### src/mpst_pkg.sv
// Package: shared widths, operation codes, arithmetic unit types and the result type for the pair sum unit.
`default_nettype none
package mpst_pkg;

	localparam int VAL_W         = 20;
	localparam int SUM_W         = VAL_W + 1;
	localparam int DEF_MAX_ITEMS = 1024;

	typedef enum logic {
		OP_LOAD  = 1'b0,
		OP_QUERY = 1'b1
	} op_t;

	typedef struct packed {
		logic [VAL_W-1:0] a;
		logic [VAL_W-1:0] b;
		logic [VAL_W-1:0] limit;
		logic [VAL_W-1:0] best;
	} alu_req_t;

	typedef struct packed {
		logic [SUM_W-1:0] sum;
		logic             le;
		logic             eq;
		logic             gt;
	} alu_rsp_t;

	typedef struct packed {
		logic             valid;
		logic [VAL_W-1:0] data;
	} res_t;

endpackage
`default_nettype wire

### src/mpst_alu.sv
// Shared add and compare unit: pair sum against the target and the running best.
`default_nettype none
module mpst_alu (
	input  wire mpst_pkg::alu_req_t req,
	output mpst_pkg::alu_rsp_t      rsp
);
	import mpst_pkg::*;

	logic [SUM_W-1:0] sum;

	assign sum     = {1'b0, req.a} + {1'b0, req.b};
	assign rsp.sum = sum;
	assign rsp.le  = sum <= {1'b0, req.limit};
	assign rsp.eq  = sum == {1'b0, req.limit};
	assign rsp.gt  = sum > {1'b0, req.best};

endmodule
`default_nettype wire

### config.mk
export PLATFORM = sky130hd
export DESIGN_NAME = mpst_alu
export DESIGN_NICKNAME = d
export VERILOG_FILES = /design/src/mpst_pkg.sv /design/src/mpst_alu.sv
export SDC_FILE = /design/constraint.sdc
export NUM_CORES = 1
export LEC_CHECK = 0
export BUFFER_PORTS_ARGS = -buffer_cell sky130_fd_sc_hd__buf_4
export CORE_UTILIZATION = 52
export DETAILED_ROUTE_END_ITERATION = 12
export PLACE_DENSITY = 0.95
export SLEW_MARGIN = 20
export SYNTH_ARGS = -nofsm -noshare
export SYNTH_HDL_FRONTEND = slang
export SYNTH_SLANG_ARGS = --single-unit
### constraint.sdc
create_clock -name vclk -period 4.55
set_input_delay 0 -clock vclk [all_inputs]
set_output_delay 0 -clock vclk [all_outputs]
set_load 0.02 [all_outputs]
After elaboration in Yosys (flattened, before gate mapping)
Index checks and enable logic that the tools add are counted.
Operators by class
  equality and inequality tests: 1
  $lt $le $gt $ge: 2
  add/subtract/negate cells: 1
Operator list (count)
  20-bit by 20-bit adder with 21-bit output: 1
  21-bit by 20-bit equality test with 1-bit output: 1
  21-bit by 20-bit > comparator with 1-bit output: 1
  21-bit by 20-bit <= comparator with 1-bit output: 1
Word-level totals
  bits in registers: 0
  logic and storage cells: 4

Longest topological paths before layout
  depth after elaboration: 2
  depth in mapped cells: 16

Worst setup path before layout
OpenSTA, ideal clock, no wires.
  path type: input -> output
  start: input port req[40] (netlist name)
  end: output port rsp[2] (netlist name)
  setup slack: 724 ps
  data arrival time: 3826 ps
  data required time: 4550 ps
  buffers on the path: 0
  cell stages on the path: 13
  cell sequence: ha_1 > inv_1 > fa_1 > nor2b_1 > o31a_2 > o2111ai_1 > a31o_2 > a31o_2 > a311oi_1 > ha_1 > a221oi_1 > or3b_2 > a21oi_1
RTL lines
  start: declaration: RTL line mpst_alu.sv:4  | input wire mpst_pkg::alu_req_t req,
  end: declaration: RTL line mpst_alu.sv:5  | output mpst_pkg::alu_rsp_t rsp

==> flow_results.org <==
** Power and ir drop
- Net switching component of the power :: 0.000301 W
- Clock network fraction of design power :: 0%
- Sequential Power Share :: 0%
- Logic pwr share :: 100.0%
- Internal Power :: 0.000258 W
- The worst-case IR drop observed on VDD is 0.133 mV.
- Leakage :: 1.65 nW
- Switch share :: 53.8%
- Power density over the cells :: 196 mW/mm^2

** Clock tree
- Post-CTS repair changed the size of 0 cells.
- Total setup buffers inserted after CTS :: 0
- Buffers inserted to repair hold after CTS numbered 0.

** Setup path
- For the worst setup path, the data required time is 4.55 ns.
- Critical path class :: in -> out
- Data on the critical path arrives at its endpoint at 3.77 ns.
- The largest single stage delay on the critical path is 0.48 ns.
- Category of the worst setup path launch point :: primary input
- Critical path, cell by cell :: buf_4 > ha_1 > inv_1 > fa_1 > nor2b_1 > o31a_2 > o2111ai_1 > a31o_2 > a31o_2 > xnor2_1 > ha_1 > a21o_1 > a21o_1 > a221oi_1 > or3b_2 > a21oi_1 > buf_4
- The slowest stage of the critical path belongs to the cell or3b_2.
- Worst-path fanout max :: 5
- Critical Path Stages :: 17
- Following the worst setup path forward leads to its endpoint at rsp[2].
- Count of buffer and inverter cells on the critical path :: 3
- STA classifies the critical path endpoint as an output pin.
- In this run the worst setup path begins at req[40].
- In this design, the largest share of critical-path delay is due to compound AO/OA/AOI/OAI gates.

** GRT
- The number of global-route vias before repair was 2397.
- Initial antenna violation count :: 0
- Global routing used 28.6% of the available tracks.
- Pin count of the biggest net entering global routing :: 12
- Global-route wire length before repair :: 9760 um
- Global routing finished with a remaining overflow of 0.

** Timing
- The worst path needs 3.77 ns of the cycle, external delays included.
- The number of slew-limit violations in the final report is 0.
- Final hold violation count :: 0
- For this run, the top clock speed supported by timing is 265 MHz.
- The tightest hold path in the finished design has a slack of 0.359 ns.
- Setup total negative slack on the finished layout was measured at 0 ns.
- Setup violations remaining at the end of the flow were counted as 0.
- Setup slack on the critical path of the routed design comes to 0.780 ns.
- Setup repair after global routing left no endpoint under its margin.
- At the pin with the least slew margin, the transition time is 0.506 ns.
- Remaining max-slew budget at the tightest pin :: 66.1%
- The final critical path takes up 82.9% of the cycle.

** Yosys
- After synthesis, flip-flops and latches occupy 0% of the total area.
- The synthesized netlist occupies a cell area of 0.00203 mm^2.
- During synthesis, Yosys emitted a total of 0 warnings.
- A synthesized cell averages 7.19 um^2.
- Synthesis produced a netlist whose cell count is 282.
- The number of different library cells used by synthesis comes to 42.
- Synthesis produced a netlist with a net count of 423.

** Finish
- Leaving out fill and tap cells, the most frequent cells in the layout are buf_4, ha_1, inv_1.
- In the final layout, the share of cells above drive strength 1 is 29.5%.
- Layout net count :: 526
- CLK BUF :: 0
- Sequential Area :: 0 um^2
- Ant diodes :: 0
- Leaving out fill and tap cells, the most frequent cell in the layout is buf_4.
- Non-Filler Cell Area, Final :: 0.00286 mm^2
- Footprint of the multi-input gates :: 0.00183 mm^2
- Sequential cell count of the final layout :: 0
- Fraction of the core area covered by cells at the end of the flow :: 77.4%
- Relative to the synthesized area, the layout overhead comes to 40.9%.
- Filler cell count in the final layout :: 315

** Placed design
- Final weighted congestion in routability-driven placement :: 0.922
- Summing all placed instances gives a cell area of 0.00286 mm^2.
- DP HPWL :: 5330 um
- Worst slack at placement :: 0.827 ns
- The count of buffers added on input and output ports is 104.

** Die
- From bottom edge to top edge, the die measures 64.4 um.
- # IOs :: 104
- In this run the standard cell core region covers 0.00369 mm^2.
- The die is 64.4 um wide.
- Once the floorplan was initialized, standard cells occupied 55.0% of the core.
- Cell Rows :: 22
- Die area :: 0.00415 mm^2

** Drt
- Summed over all layers, the routed wires come to 6060 um.
- First-pass detailed-route iteration total :: 4
- Vias per inst :: 5.78
- In the routed design, unresolved DRC markers number 0.
- DRC marker count from the first detailed-route iteration :: 132
- Via count :: 2490
- Average wire length per cell after detail routing :: 14.1 um
- Antenna-violating nets left :: 0

** Worst hold path
- The worst hold path begins at req[60].
- Worst min path class :: in -> out

** Flow run
- Across the run, the number of max-cap violations was 0.

** Run status
- The flow ran to the end, and the final reports show no timing, DRC or antenna violations.
==> how the worst min path moves through the flow <==
stage	slack (ns)	depth (start not counted)	end
detailed placement	0.36	3	rsp[3]
CTS	0.36	3	rsp[3]
global placement	0.34	3	rsp[3]
finish	0.36	3	rsp[3]
global route	0.38	3	rsp[3]
floorplan	0.21	1	rsp[3]
==> tightest hold or removal path, stage by stage <==
cell and delay [ns]:
buf_4 0.08, ha_1 0.14, buf_4 0.14
==> stage by stage <==
| step | power (W) | instances |
|---|---|---|
| final | 0.000559 | 431 |
| after global routing | 0.000614 | 431 |
| after CTS | 0.000555 | 431 |
| after detailed placement | 0.000551 | 431 |
| after global placement | 0.000537 | 431 |
| after floorplan | 0.000353 | 282 |
==> layer usage <==
| metal | GRT usage [%] | vias up | wire, um |
|---|---|---|---|
| met2 | 57.8 | 105 | 3040 |
| li1 | - | 1237 | - |
| met1 | 32.2 | 1138 | 2580 |
| met4 | 4.17 | 0 | 91 |
| met3 | 2.46 | 10 | 348 |
| met5 | 0 | - | 0 |
==> area by class of cell <==
class,instances,area share (%)
repair buffers,104,27.3
multi-input cells,230,64.1
inverters,49,6.44
well taps,48,2.10
==> cells in the mapped netlist (all sizes together) (2+ instances only) <==
master | number | area share (%)
o21bai | 3 | 1.1
inv | 49 | 9.1
and3 | 3 | 0.99
a31o | 3 | 1.3
nand4 | 12 | 3.7
nor2 | 19 | 3.5
o21a | 7 | 2.6
a21o | 18 | 6.7
nor3 | 2 | 0.49
a31oi | 4 | 1.2
clkbuf | 3 | 0.56
xnor2 | 7 | 3.0
nor2b | 2 | 0.62
o21ai | 15 | 3.7
a21oi | 29 | 7.2
a311oi | 3 | 1.3
a211oi | 3 | 1.4
ha | 60 | 37
nand3 | 5 | 1.2
o2111ai | 2 | 0.86
xor2 | 6 | 2.6
nand2 | 9 | 1.7
==> power by group through the flow <==
stage	clock (W)	combinational (W)	sequential, W
final	0	0.000559	0
after global routing	0	0.000614	0
after CTS	0	0.000555	0
after detailed placement	0	0.000551	0
after global placement	0	0.000537	0
after floorplan	0	0.000353	0
==> cells by family after synthesis <==
| logic type | synth area share [%] |
|---|---|
| muxes | 0.556 |
| buffers and inverters | 9.63 |
| adders and majority gates | 38.0 |
| xor gates and xnor gates | 5.62 |
| and+or+nand+nor | 14.3 |
| AOI/OAI and AO/OA | 31.9 |
(Power assumes the default switching activity.)
