--- config.mk ---
export PLATFORM = sky130hd
export DESIGN_NAME = mpst_seq
export DESIGN_NICKNAME = d
export VERILOG_FILES = /design/src/mpst_pkg.sv /design/src/mpst_seq.sv
export SDC_FILE = /design/constraint.sdc
export NUM_CORES = 1
export LEC_CHECK = 0
export BUFFER_PORTS_ARGS = -buffer_cell sky130_fd_sc_hd__buf_4
export CORE_MARGIN = 2
export CORE_UTILIZATION = 47
export CTS_CLUSTER_DIAMETER = 50
export DETAILED_ROUTE_END_ITERATION = 6
export PLACE_DENSITY = 0.79
export SLEW_MARGIN = 20
export SYNTH_ARGS = -nofsm -noshare
export SYNTH_HDL_FRONTEND = slang
export SYNTH_SLANG_ARGS = --single-unit
--- constraint.sdc ---
create_clock -name clk -period 5 [get_ports clk]
set_input_delay 1 -clock clk [delete_from_list [all_inputs] [get_ports clk]]
set_output_delay 1 -clock clk [all_outputs]
set_load 0.1 [all_outputs]
--- src/mpst_pkg.sv ---
// Package: shared widths, operation codes, arithmetic unit types and the result type for the pair sum unit.
`default_nettype none
package mpst_pkg;

	localparam int VAL_W         = 20;
	localparam int SUM_W         = VAL_W + 1;
	localparam int DEF_MAX_ITEMS = 1024;

	typedef enum logic {
		OP_LOAD  = 1'b0,
		OP_QUERY = 1'b1
	} op_t;

	typedef struct packed {
		logic [VAL_W-1:0] a;
		logic [VAL_W-1:0] b;
		logic [VAL_W-1:0] limit;
		logic [VAL_W-1:0] best;
	} alu_req_t;

	typedef struct packed {
		logic [SUM_W-1:0] sum;
		logic             le;
		logic             eq;
		logic             gt;
	} alu_rsp_t;

	typedef struct packed {
		logic             valid;
		logic [VAL_W-1:0] data;
	} res_t;

endpackage
`default_nettype wire

--- src/mpst_seq.sv ---
// Sequencer: sorted insertion of loads and two-pointer search for queries.
`default_nettype none
module mpst_seq #(
	parameter int MAX_ITEMS = mpst_pkg::DEF_MAX_ITEMS,
	parameter int AW        = $clog2(MAX_ITEMS),
	parameter int CW        = $clog2(MAX_ITEMS + 1)
) (
	input  wire logic                       clk,
	input  wire logic                       arst_n,
	input  wire logic                       in_valid,
	input  wire logic                       operation,
	input  wire logic [mpst_pkg::VAL_W-1:0] value,
	output logic                            in_stall,
	input  wire logic                       out_free,
	output mpst_pkg::res_t                  res,
	output logic                            mem_we,
	output logic      [AW-1:0]              mem_waddr,
	output logic      [mpst_pkg::VAL_W-1:0] mem_wdata,
	output logic      [AW-1:0]              mem_raddr_a,
	output logic      [AW-1:0]              mem_raddr_b,
	input  wire logic [mpst_pkg::VAL_W-1:0] mem_rdata_a,
	input  wire logic [mpst_pkg::VAL_W-1:0] mem_rdata_b,
	output mpst_pkg::alu_req_t              alu_req,
	input  wire mpst_pkg::alu_rsp_t         alu_rsp
);
	import mpst_pkg::*;

	typedef enum logic [1:0] {
		ST_IDLE,
		ST_INS,
		ST_QRY,
		ST_RES
	} state_t;

	state_t           state_q;
	logic [CW-1:0]    cnt_q;
	logic [AW-1:0]    pos_q;
	logic [AW-1:0]    lo_q;
	logic [AW-1:0]    hi_q;
	logic [VAL_W-1:0] v_q;
	logic [VAL_W-1:0] best_q;

	logic [CW-1:0] cnt_dec;
	logic [AW-1:0] cnt_m1;
	logic          full;
	logic          ins_done;
	logic [AW-1:0] lo_n;
	logic [AW-1:0] hi_n;
	logic          qry_done;

	assign cnt_dec  = cnt_q - CW'(1);
	assign cnt_m1   = cnt_dec[AW-1:0];
	assign full     = cnt_q == CW'(MAX_ITEMS);
	assign in_stall = state_q != ST_IDLE;

	assign alu_req.a     = mem_rdata_a;
	assign alu_req.b     = (state_q == ST_QRY) ? mem_rdata_b : '0;
	assign alu_req.limit = v_q;
	assign alu_req.best  = best_q;

	assign ins_done = (pos_q == '0) || alu_rsp.le;
	assign lo_n     = alu_rsp.le ? lo_q + AW'(1) : lo_q;
	assign hi_n     = alu_rsp.le ? hi_q : hi_q - AW'(1);
	assign qry_done = (alu_rsp.le && alu_rsp.eq) || (lo_n >= hi_n);

	always_comb begin
		mem_we      = 1'b0;
		mem_waddr   = pos_q;
		mem_wdata   = v_q;
		mem_raddr_a = lo_n;
		mem_raddr_b = hi_n;
		unique case (state_q)
			ST_IDLE: begin
				mem_raddr_a = (operation == OP_LOAD) ? cnt_m1 : '0;
				mem_raddr_b = cnt_m1;
				if (in_valid && operation == OP_LOAD && !full && cnt_q == '0) begin
					mem_we    = 1'b1;
					mem_waddr = '0;
					mem_wdata = value;
				end
			end
			ST_INS: begin
				mem_we      = 1'b1;
				mem_raddr_a = pos_q - AW'(2);
				if (!ins_done) begin
					mem_wdata = mem_rdata_a;
				end
			end
			ST_QRY: begin
			end
			ST_RES: begin
				mem_raddr_a = lo_q;
				mem_raddr_b = hi_q;
			end
			default: begin
			end
		endcase
	end

	always_ff @(posedge clk or negedge arst_n) begin
		if (!arst_n) begin
			state_q   <= ST_IDLE;
			cnt_q     <= '0;
			res.valid <= 1'b0;
		end else begin
			res.valid <= (state_q == ST_RES) && out_free;
			unique case (state_q)
				ST_IDLE: begin
					if (in_valid) begin
						if (operation == OP_LOAD) begin
							if (!full) begin
								if (cnt_q == '0) begin
									cnt_q <= cnt_q + CW'(1);
								end else begin
									v_q     <= value;
									pos_q   <= cnt_q[AW-1:0];
									state_q <= ST_INS;
								end
							end
						end else begin
							v_q     <= value;
							best_q  <= '0;
							lo_q    <= '0;
							hi_q    <= cnt_m1;
							state_q <= (cnt_q < CW'(2)) ? ST_RES : ST_QRY;
						end
					end
				end
				ST_INS: begin
					if (ins_done) begin
						cnt_q   <= cnt_q + CW'(1);
						state_q <= ST_IDLE;
					end else begin
						pos_q <= pos_q - AW'(1);
					end
				end
				ST_QRY: begin
					if (alu_rsp.le && alu_rsp.gt) begin
						best_q <= alu_rsp.sum[VAL_W-1:0];
					end
					lo_q <= lo_n;
					hi_q <= hi_n;
					if (qry_done) begin
						state_q <= ST_RES;
					end
				end
				ST_RES: begin
					if (out_free) begin
						res.data <= best_q;
						state_q  <= ST_IDLE;
					end
				end
				default: begin
					state_q <= ST_IDLE;
				end
			endcase
		end
	end

`ifndef SYNTHESIS
	a_cnt_bound: assert property (@(posedge clk) disable iff (!arst_n)
		cnt_q <= CW'(MAX_ITEMS))
		else $error("item count above capacity");
	a_ptr_order: assert property (@(posedge clk) disable iff (!arst_n)
		state_q == ST_QRY |-> lo_q < hi_q)
		else $error("search pointers crossed");
	a_best_le_target: assert property (@(posedge clk) disable iff (!arst_n)
		state_q == ST_QRY || state_q == ST_RES |-> best_q <= v_q)
		else $error("best sum above target");
	a_ins_pos: assert property (@(posedge clk) disable iff (!arst_n)
		state_q == ST_INS |-> CW'(pos_q) <= cnt_q)
		else $error("insert position outside list");
	a_res_free: assert property (@(posedge clk) disable iff (!arst_n)
		res.valid |-> $past(out_free))
		else $error("result pushed into a full output register");
`endif

endmodule
`default_nettype wire

# Word-level counts from Yosys, hierarchy flattened
# Index checks and enable logic that the tools add are counted.
dict set report word_totals {
  latch_bits 0
  memories 0
  reg_bits 104
  output_inout_bits 153
  word_cells 106
  mem_bits_ro 0
  in_bits 89
  mem_bits_rw 0
}
dict set report op_classes {
  n_eq_ne 19
  n_mul 0
  n_div 0
  reduce_logical 22
  addsub 6
  muxes 47
  n_lt_le_gt_ge 2
  bitwise 1
  shifts 0
}
# op n
set ops {}
lappend ops {{$mux W20} 9}
lappend ops {{$mux W10} 14}
lappend ops {{$pmux W10 S2} 4}
lappend ops {{$pmux W20 S2} 2}
lappend ops {{$mux W11} 5}
lappend ops {{$pmux W10 S3} 1}
lappend ops {{$sub A10 B1 Y10 const B} 3}
lappend ops {{$ne A2 B2 Y1 const B} 12}
lappend ops {{$pmux W11 S2} 1}
lappend ops {{$mux W2} 7}
lappend ops {{$reduce_and A6 Y1} 2}
lappend ops {{$add A11 B1 Y11 const B} 1}
lappend ops {{$eq A11 B11 Y1 const B} 1}
lappend ops {{$logic_not A11 Y1} 1}
lappend ops {{$lt A11 B2 Y1 const B} 1}
lappend ops {{$add A10 B1 Y10 const B} 1}
lappend ops {{$ge A10 B10 Y1} 1}
lappend ops {{$logic_not A10 Y1} 1}
lappend ops {{$reduce_and A5 Y1} 2}
lappend ops {{$sub A10 B2 Y10 const B} 1}
lappend ops {{$pmux W2 S4} 1}
lappend ops {{$reduce_and A7 Y1} 1}
lappend ops {{$logic_and A1 B1 Y1} 6}
lappend ops {{$ne A3 B3 Y1 const B} 2}
lappend ops {{12 further kinds} 17}

# Longest topological paths before layout
# Gate-level depths: netlist (run 1).
dict set report logic_depth {
  ltp_word 6
  depth_mapped 12
  ltp_nobuf 11
}

# Worst setup path before layout (run 1)
# No wires, ideal clock.
dict set report synth_path {
  kind {reg2reg}
  startpoint {reg state_q[0]}
  endpoint {reg best_q[0], enable pin}
  period_less_slack_ns 5.244
  required_time_ns 4.572
  path_buffers 1
  path_stages_with_launch 8
  arrival_time_ns 4.816
  setup_slack_ns -0.244
  setup_time_ns 0.428
  path_cell_list {dfrtp_1 inv_1 ha_1 buf_2 inv_1 nand2_1 a21boi_0 a21boi_0}
}
dict set report synth_via {
  elab_chain_len 3
  word_cells_on_any_way 7
  cone_classes {eq/ne: 4; reduce/logical: 3}
}
# item line
set synth_lines {}
lappend synth_lines {{start: declaration} mpst_seq.sv:35} ;# state_t state_q;
lappend synth_lines {{start signal: assignment} mpst_seq.sv:125} ;# state_q <= (cnt_q < CW'(2)) ? ST_RES : ST_QRY;
lappend synth_lines {{$eq A2 B2 Y1 / $logic_not A2 Y1 (equally long branches)} mpst_seq.sv:107} ;# unique case (state_q)
lappend synth_lines {{$ne A2 B1 Y1 (no line) (tied with other cells)} --}
lappend synth_lines {{$reduce_and A5 Y1 (no line) (*)} --}
lappend synth_lines {{end signal: assignment} mpst_seq.sv:139} ;# best_q <= alu_rsp.sum[VAL_W-1:0];
lappend synth_lines {{end: declaration} mpst_seq.sv:41} ;# logic [VAL_W-1:0] best_q;
# Mark *: on every way between the ends. The rest lies on a longest branch, timed or not.
# A chain may end at the register's enable or synchronous reset.

# Worst setup path in the final report (run 1)
dict set report layout_path {
  startpoint {reg pos_q[0]}
  endpoint {out mem_wdata[19] (netlist name)}
}
dict set report layout_via {
  elab_chain_len 4
}
# item line
set layout_lines {}
lappend layout_lines {{start: declaration} mpst_seq.sv:37} ;# logic [AW-1:0] pos_q;
lappend layout_lines {{start signal: assignment} mpst_seq.sv:116} ;# pos_q <= cnt_q[AW-1:0];
lappend layout_lines {{start signal: assignment} mpst_seq.sv:134} ;# pos_q <= pos_q - AW'(1);
lappend layout_lines {{$logic_not A10 Y1} mpst_seq.sv:61} ;# assign ins_done = (pos_q == '0) || alu_rsp.le;
lappend layout_lines {{$logic_or A1 B1 Y1} mpst_seq.sv:61}
lappend layout_lines {{$mux W20} mpst_seq.sv:85} ;# if (!ins_done) begin
lappend layout_lines {{$pmux W20 S2} mpst_seq.sv:72} ;# unique case (state_q)
lappend layout_lines {{end: declaration} mpst_seq.sv:18} ;# output logic [mpst_pkg::VAL_W-1:0] mem_wdata,
# Every way passes these cells.

==> metrics.yaml, run 1 <==
cp_max_fo: 24
r2r_slack_ns: 1.52
ys_seq_area_share_pct: 48.3
dieArea_um2: 14400
cts.hold.buffers_added: 0
die_h_um: 120
synth_edf_count: 90
route.detailed.drc: 0
drv_slew: 0
r2r_cells: 10
yosysMostFrequentCell: "edfxtp_1"
max_freq_mhz: 227
initial_utilization_pct: 47.9
cts.repair.resized: 0
worstReg2RegEnd: "state_q[0]$_DFFE_PN0P_"
cts_tree: "done"
cp_top_family: "compound AO/OA/AOI/OAI gates"
avgSynthCellArea_um2: 10.7
grt_max_degree: 58
wl_um: 17600
htree_levels: 3
first_global_vias: 5099
worstPathCellList: "inv_1 > ha_1 > nor3b_1 > nand2_1 > o311a_1 > a21oi_1 > buf_4 > a222oi_1 > inv_1 > buf_4"
clk_pin_slew_ns: 0.08
cp_num_buf_inv: 4
grt_antenna_before_repair: 0
crit_type: "reg2out"
status: "completed"
syn_to_final_growth_pct: 32.6
rsz0062_at_grt: "false"
drv_cap: 0
grt_overflow_total: 0
dp_hpwl_um: 13300
layout-drive-gt1-share_pct: 36.8
yosysWarningCount: 0
nets: 901
synth_cells: 589
setup_viol: 0
worstSkewPairLatency_ns: 0.36
core_region_area_um2: 13200
vias: 5347
synth_top_area_cell: "edfxtp_1"
cts_inserted_buffers: 9
hp-class: "reg2reg"
cts.path.max_buffers: 2
crit-reg2reg-launch: "hi_q[2]$_DFFE_PP_"
crit_required_ns: 4.00
max_stage_delay_ns: 0.65
startpoint_type: "register"
synth_top_cells_by_count: "90 x edfxtp_1, 51 x and2_1, 43 x inv_1"
clock-sinks: 104
synth_area_leaders: "edfxtp_1 43%, dfrtp_1 5.5%, and2_1 5.1%"
finalCritPeriodShare_pct: 87.9
num_antenna_cells: 0
viasPerCell: 5.50
crit_cells: 10
finalClockSkew_ns: 0.0145
worstMarginPinSlew_ns: 1.00
ys.flop_type: "edfxtp_1"
yosysTopAreaCellShare_pct: 42.8
ys_ff_latch: 104
firstDrtPassIters: 6
synth_area_um2: 6320
grt_util_all_layers_pct: 23.8
place.gp.congestion: 0.904
synth_cell_types: 48
cp-startpoint: "pos_q[0]$_DFFE_PP_"
cpMaxStageDelayCell: "o311a_1"
drt_iter0_markers: 523
cts_setup_buffers: 0
endpoint: "mem_wdata[19]"
port-buffer-count: 240
cts_root_buf: "clkbuf_16"
period_needed_ns: 4.40
worstPathArrival_ns: 3.40
pin_count: 242
async_flop_share_pct: 13.5
hold_viol_final: 0
die-width_um: 120
cp-end-kind: "output pin"
grt_pass1_wl_um: 26700
rows: 42
wl_per_cell_um: 18.1
tns_ns: 0
antenna_left: 0
relSlewSlack_pct: 33.3
syn-num-nets: 698
==> cell usage in the layout, fill, tap and decap left out, types with 2 or more instances in the layout <==
cell type,instances
nor3b_1,3
dfrtp_1,14
edfxtp_1,90
xor2_1,25
nand3_1,6
a221oi_1,12
nand4_1,8
a22oi_1,3
a222oi_1,23
nor2b_1,12
nor3_1,6
inv_1,43
inv_6,2
nor2_1,38
o21ai_0,11
clkinv_4,2
mux2_4,20
nand2b_1,6
ha_1,19
a21oi_1,42
nand2_1,37
or4_4,3
clkbuf_16,9
mux2i_1,6
nor4_1,6
inv_8,2
and3_1,2
or3_1,3
and2_1,51
mux2_2,2
buf_4,247
xnor2_1,25
==> through the flow <==
step / area (um2) / hold WS (ns) / utilization [%] / worst slack, ns / cells
final: 8380 / 0.458 / 63.5 / 0.603 / 973
after global routing: 8380 / 0.472 / 63.5 / 0.327 / 973
after CTS: 8370 / 0.460 / 63.5 / 0.592 / 973
after detailed placement: 8090 / 0.440 / 61.3 / 0.830 / 957
after global placement: 8090 / 0.436 / 61.3 / 0.908 / 957
after floorplan: 6320 / 0.480 / - / 0.303 / 589
==> worst min path at each step <==
| stage | cells after the start | endpoint | slack (ns) | from |
|---|---|---|---|---|
| finish | 0 | res[15]$_DFFE_PP_ | 0.46 | best_q[15]$_SDFFCE_PN0P_ |
| detailed placement | 0 | res[16]$_DFFE_PP_ | 0.44 | best_q[16]$_SDFFCE_PN0P_ |
| CTS | 0 | res[16]$_DFFE_PP_ | 0.46 | best_q[16]$_SDFFCE_PN0P_ |
| global placement | 0 | res[4]$_DFFE_PP_ | 0.44 | best_q[4]$_SDFFCE_PN0P_ |
| floorplan | 1 | cnt_q[10]$_DFFE_PN0P_ | 0.48 | cnt_q[10]$_DFFE_PN0P_ |
| global route | 0 | res[14]$_DFFE_PP_ | 0.47 | best_q[14]$_SDFFCE_PN0P_ |
==> layout make-up <==
class,instances,area (um2)
clock buffer,9,225
clock inverter,7,61.3
fill,1057,4810
inverter,43,161
multi-input combinational,387,2800
sequential,104,3050
tap,176,220
timing repair buffer,247,1850
==> cells by family (layout without fill, tap and decap cells) <==
family	after synthesis	in the layout	synth area share [%]
flops	104	104	48.3
simple gates	185	185	15.5
xor+xnor	50	50	6.93
compound gates	104	104	11.6
buf+inv	98	306	7.57
mux	28	28	6.06
fa+ha+maj	20	20	3.96
==> routing by layer <==
layer / global-route usage [%] / share of wire (%) / up-vias
li1: - / - / 2504
met1: 28.8 / 40 / 2563
met2: 41.5 / 51 / 247
met3: 5.42 / 7.3 / 33
met4: 8.16 / 2.3 / 0
met5: 0 / 0 / -
==> sequential cells by signal, summed over array words and instances (netlist names) <==
| register | count |
|---|---|
| best_q | 20 |
| cnt_q | 11 |
| hi_q | 10 |
| lo_q | 10 |
| pos_q | 10 |
| res | 21 |
| state_q | 2 |
| v_q | 20 |
Power of run 1 is left out: the tool's default activity adds up to more than one toggle a clock period on the data nets, which glitch-free logic cannot reach.
==> run 2: changes to the inputs <==
--- a/config.mk
+++ b/config.mk
@@ -7,10 +7,10 @@
 export LEC_CHECK = 0
 export BUFFER_PORTS_ARGS = -buffer_cell sky130_fd_sc_hd__buf_4
 export CORE_MARGIN = 2
-export CORE_UTILIZATION = 47
+export CORE_UTILIZATION = 50
 export CTS_CLUSTER_DIAMETER = 50
 export DETAILED_ROUTE_END_ITERATION = 6
-export PLACE_DENSITY = 0.79
+export PLACE_DENSITY = 0.89
 export SLEW_MARGIN = 20
 export SYNTH_ARGS = -nofsm -noshare
 export SYNTH_HDL_FRONTEND = slang
==> constraint.sdc (replaced) <==
create_clock -name clk -period 5.4 [get_ports clk]
set_input_delay 1.08 -clock clk [delete_from_list [all_inputs] [get_ports clk]]
set_output_delay 1.08 -clock clk [all_outputs]
set_load 0.1 [all_outputs]
==> run 2 against run 1 <==
Cell count fell by 0.41%; register-to-register slack improved by 0.52 ns; clock skew fell by 0.0042 ns; global-route usage rose by 1.6 points; highest routed layer unchanged; die area fell by 5.8%; hold slack barely moved; worst setup slack improved by 0.48 ns; routed wire length rose by 0.97%; first-iteration DRC count rose by 5.5%; utilization rose by 3.7 points.
==> metrics.yaml, run 2 (synthesized netlist as in run 1, its figures left out) <==
top_regs: "res (21), best_q (20), v_q (20)"
firstDrtPassIters: 7  # +1
max_freq_mhz: 232
cp_common_cell: "buf_4"
htree_levels: 3  # unchanged
cts.repair.resized: 0  # unchanged
wl_um: 17800  # +0.97%
period_needed_ns: 4.32
r2r_cells: 10  # unchanged
worstPathArrival_ns: 3.24  # -0.16 ns
rsz0062_at_grt: "false"
clock-sinks: 104  # unchanged
cpMaxStageDelayCell: "edfxtp_1"
rows: 41  # -2.4%
crit-reg2reg-launch: "hi_q[2]$_DFFE_PP_"
layout-drive-gt1-share_pct: 36.9  # +0.13 points
status: "completed"
vias: 5281  # -1.2%
finalClockSkew_ns: 0.0103  # -0.00416 ns
port-buffer-count: 240  # unchanged
first_global_vias: 5071  # -0.55%
dieArea_um2: 13600  # -5.8%
worstReg2RegEnd: "state_q[0]$_DFFE_PN0P_"
die-width_um: 116  # -2.9%
die_h_um: 116  # -2.9%
tns_ns: 0  # unchanged
syn_to_final_growth_pct: 32.6  # about the same
dp_cells: 953  # -0.42%
grt_pass1_wl_um: 26300  # -1.4%
finalCritPeriodShare_pct: 79.9
regMostFlops: "res"
worstSkewPairLatency_ns: 0.36  # about the same
clk_pin_slew_ns: 0.07  # about the same
cp-end-kind: "output pin"
route.detailed.drc: 0  # unchanged
startpoint_type: "register"
core_region_area_um2: 12500  # -5.5%
grt_max_degree: 43  # -26%
initial_utilization_pct: 50.7  # +2.8 points
grt_util_all_layers_pct: 25.3  # +1.6 points
cts.path.max_buffers: 2  # unchanged
worstPathCellList: "inv_1 > ha_1 > nor3b_1 > nand2_1 > o311a_1 > buf_4 > a21oi_1 > buf_4 > a222oi_1 > inv_1 > buf_4"
drt_iter0_markers: 552  # +5.5%
crit_type: "reg2out"
nets: 901  # unchanged
cts_setup_buffers: 0  # unchanged
grt_overflow_total: 0  # unchanged
setup_viol: 0  # unchanged
place.gp.congestion: 0.853  # -5.7%
cts_inserted_buffers: 9  # unchanged
num_antenna_cells: 0  # unchanged
cts_root_buf: "clkbuf_16"
max_stage_delay_ns: 0.48  # -0.17 ns
instances_no_fill: 969  # -0.41%
hold_viol_final: 0  # unchanged
largest_reg_flops: 21  # unchanged
dp_hpwl_um: 13300  # about the same
worstMarginPinSlew_ns: 1.03  # +0.0292 ns
drv_cap: 0  # unchanged
cts.hold.buffers_added: 0  # unchanged
relSlewSlack_pct: 31.2  # -2.0 points
antenna_left: 0  # unchanged
cp-startpoint: "pos_q[0]$_DFFE_PP_"
grt_antenna_before_repair: 0  # unchanged
layout_common_cells: "247 x buf_4, 90 x edfxtp_1, 51 x and2_1"
drv_slew: 0  # unchanged
postPlaceCellArea_um2: 8080  # about the same
cts_tree: "done"
cp_max_fo: 24  # unchanged
hp-class: "reg2reg"
endpoint: "mem_wdata[15]"
viasPerCell: 5.45  # -0.83%
fin_area_um2: 8380  # about the same
r2r_slack_ns: 2.04  # +0.52 ns
crit_required_ns: 4.32  # +0.32 ns
final_common_cell: "buf_4"
wl_per_cell_um: 18.3  # +1.4%
pin_count: 242  # unchanged
[run 2: cell types whose count changed in the layout (fill, tap and decap cells not counted), sizes merged]
| cell | change |
|---|---|
| clkinvlp | +1 |
| inv | +1 |
| clkinv | -2 |
[run 2: layout make-up]
cell class | instances | area, um2
Fill cell | 968 | 4090
Sequential cell | 104 | 3050
Multi-Input combinational cell | 387 | 2810
Timing Repair Buffer | 247 | 1850
Clock buffer | 9 | 225
Tap cell | 172 | 215
Inverter | 43 | 161
Clock inverter | 7 | 60.1
[run 2: critical path: cells and delay by family (launching register included)]
family | cells | cell delay, ns
AOI/OAI and AO/OA | 3 | 0.60
adders and majority gates | 1 | 0.17
and+or+nand+nor | 2 | 0.61
buffers and inverters | 5 | 1.00
DFF | 1 | 0.48
[run 2: routing by layer]
metal	share of wire (%)	track usage, %
met3	9.9	7.27
met5	0	0
met1	37	29.8
met4	2.4	9.44
met2	51	44.0
[run 2: how the worst min path moves through the flow]
| stage | start | to | slack (ns) | cells after the start |
|---|---|---|---|---|
| global placement | best_q[15]$_SDFFCE_PN0P_ | res[15]$_DFFE_PP_ | 0.44 | 0 |
| global route | best_q[15]$_SDFFCE_PN0P_ | res[15]$_DFFE_PP_ | 0.47 | 0 |
| finish | best_q[18]$_SDFFCE_PN0P_ | res[18]$_DFFE_PP_ | 0.46 | 0 |
| detailed placement | best_q[15]$_SDFFCE_PN0P_ | res[15]$_DFFE_PP_ | 0.44 | 0 |
| floorplan | cnt_q[10]$_DFFE_PN0P_ | cnt_q[10]$_DFFE_PN0P_ | 0.48 | 1 |
| CTS | best_q[15]$_SDFFCE_PN0P_ | res[15]$_DFFE_PP_ | 0.46 | 0 |
[run 2: metrics by stage]
step           hold slack (ns)  setup slack [ns]  util (%)
2_1_floorplan            0.480             0.156         -
3_3_place_gp             0.436              1.35      64.8
3_5_place_dp             0.441              1.31      64.8
4_1_cts                  0.459              1.08      67.1
5_1_grt                  0.471             0.885      67.2
6_report                 0.458              1.08      67.2
Power of run 2 is left out for the same reason.
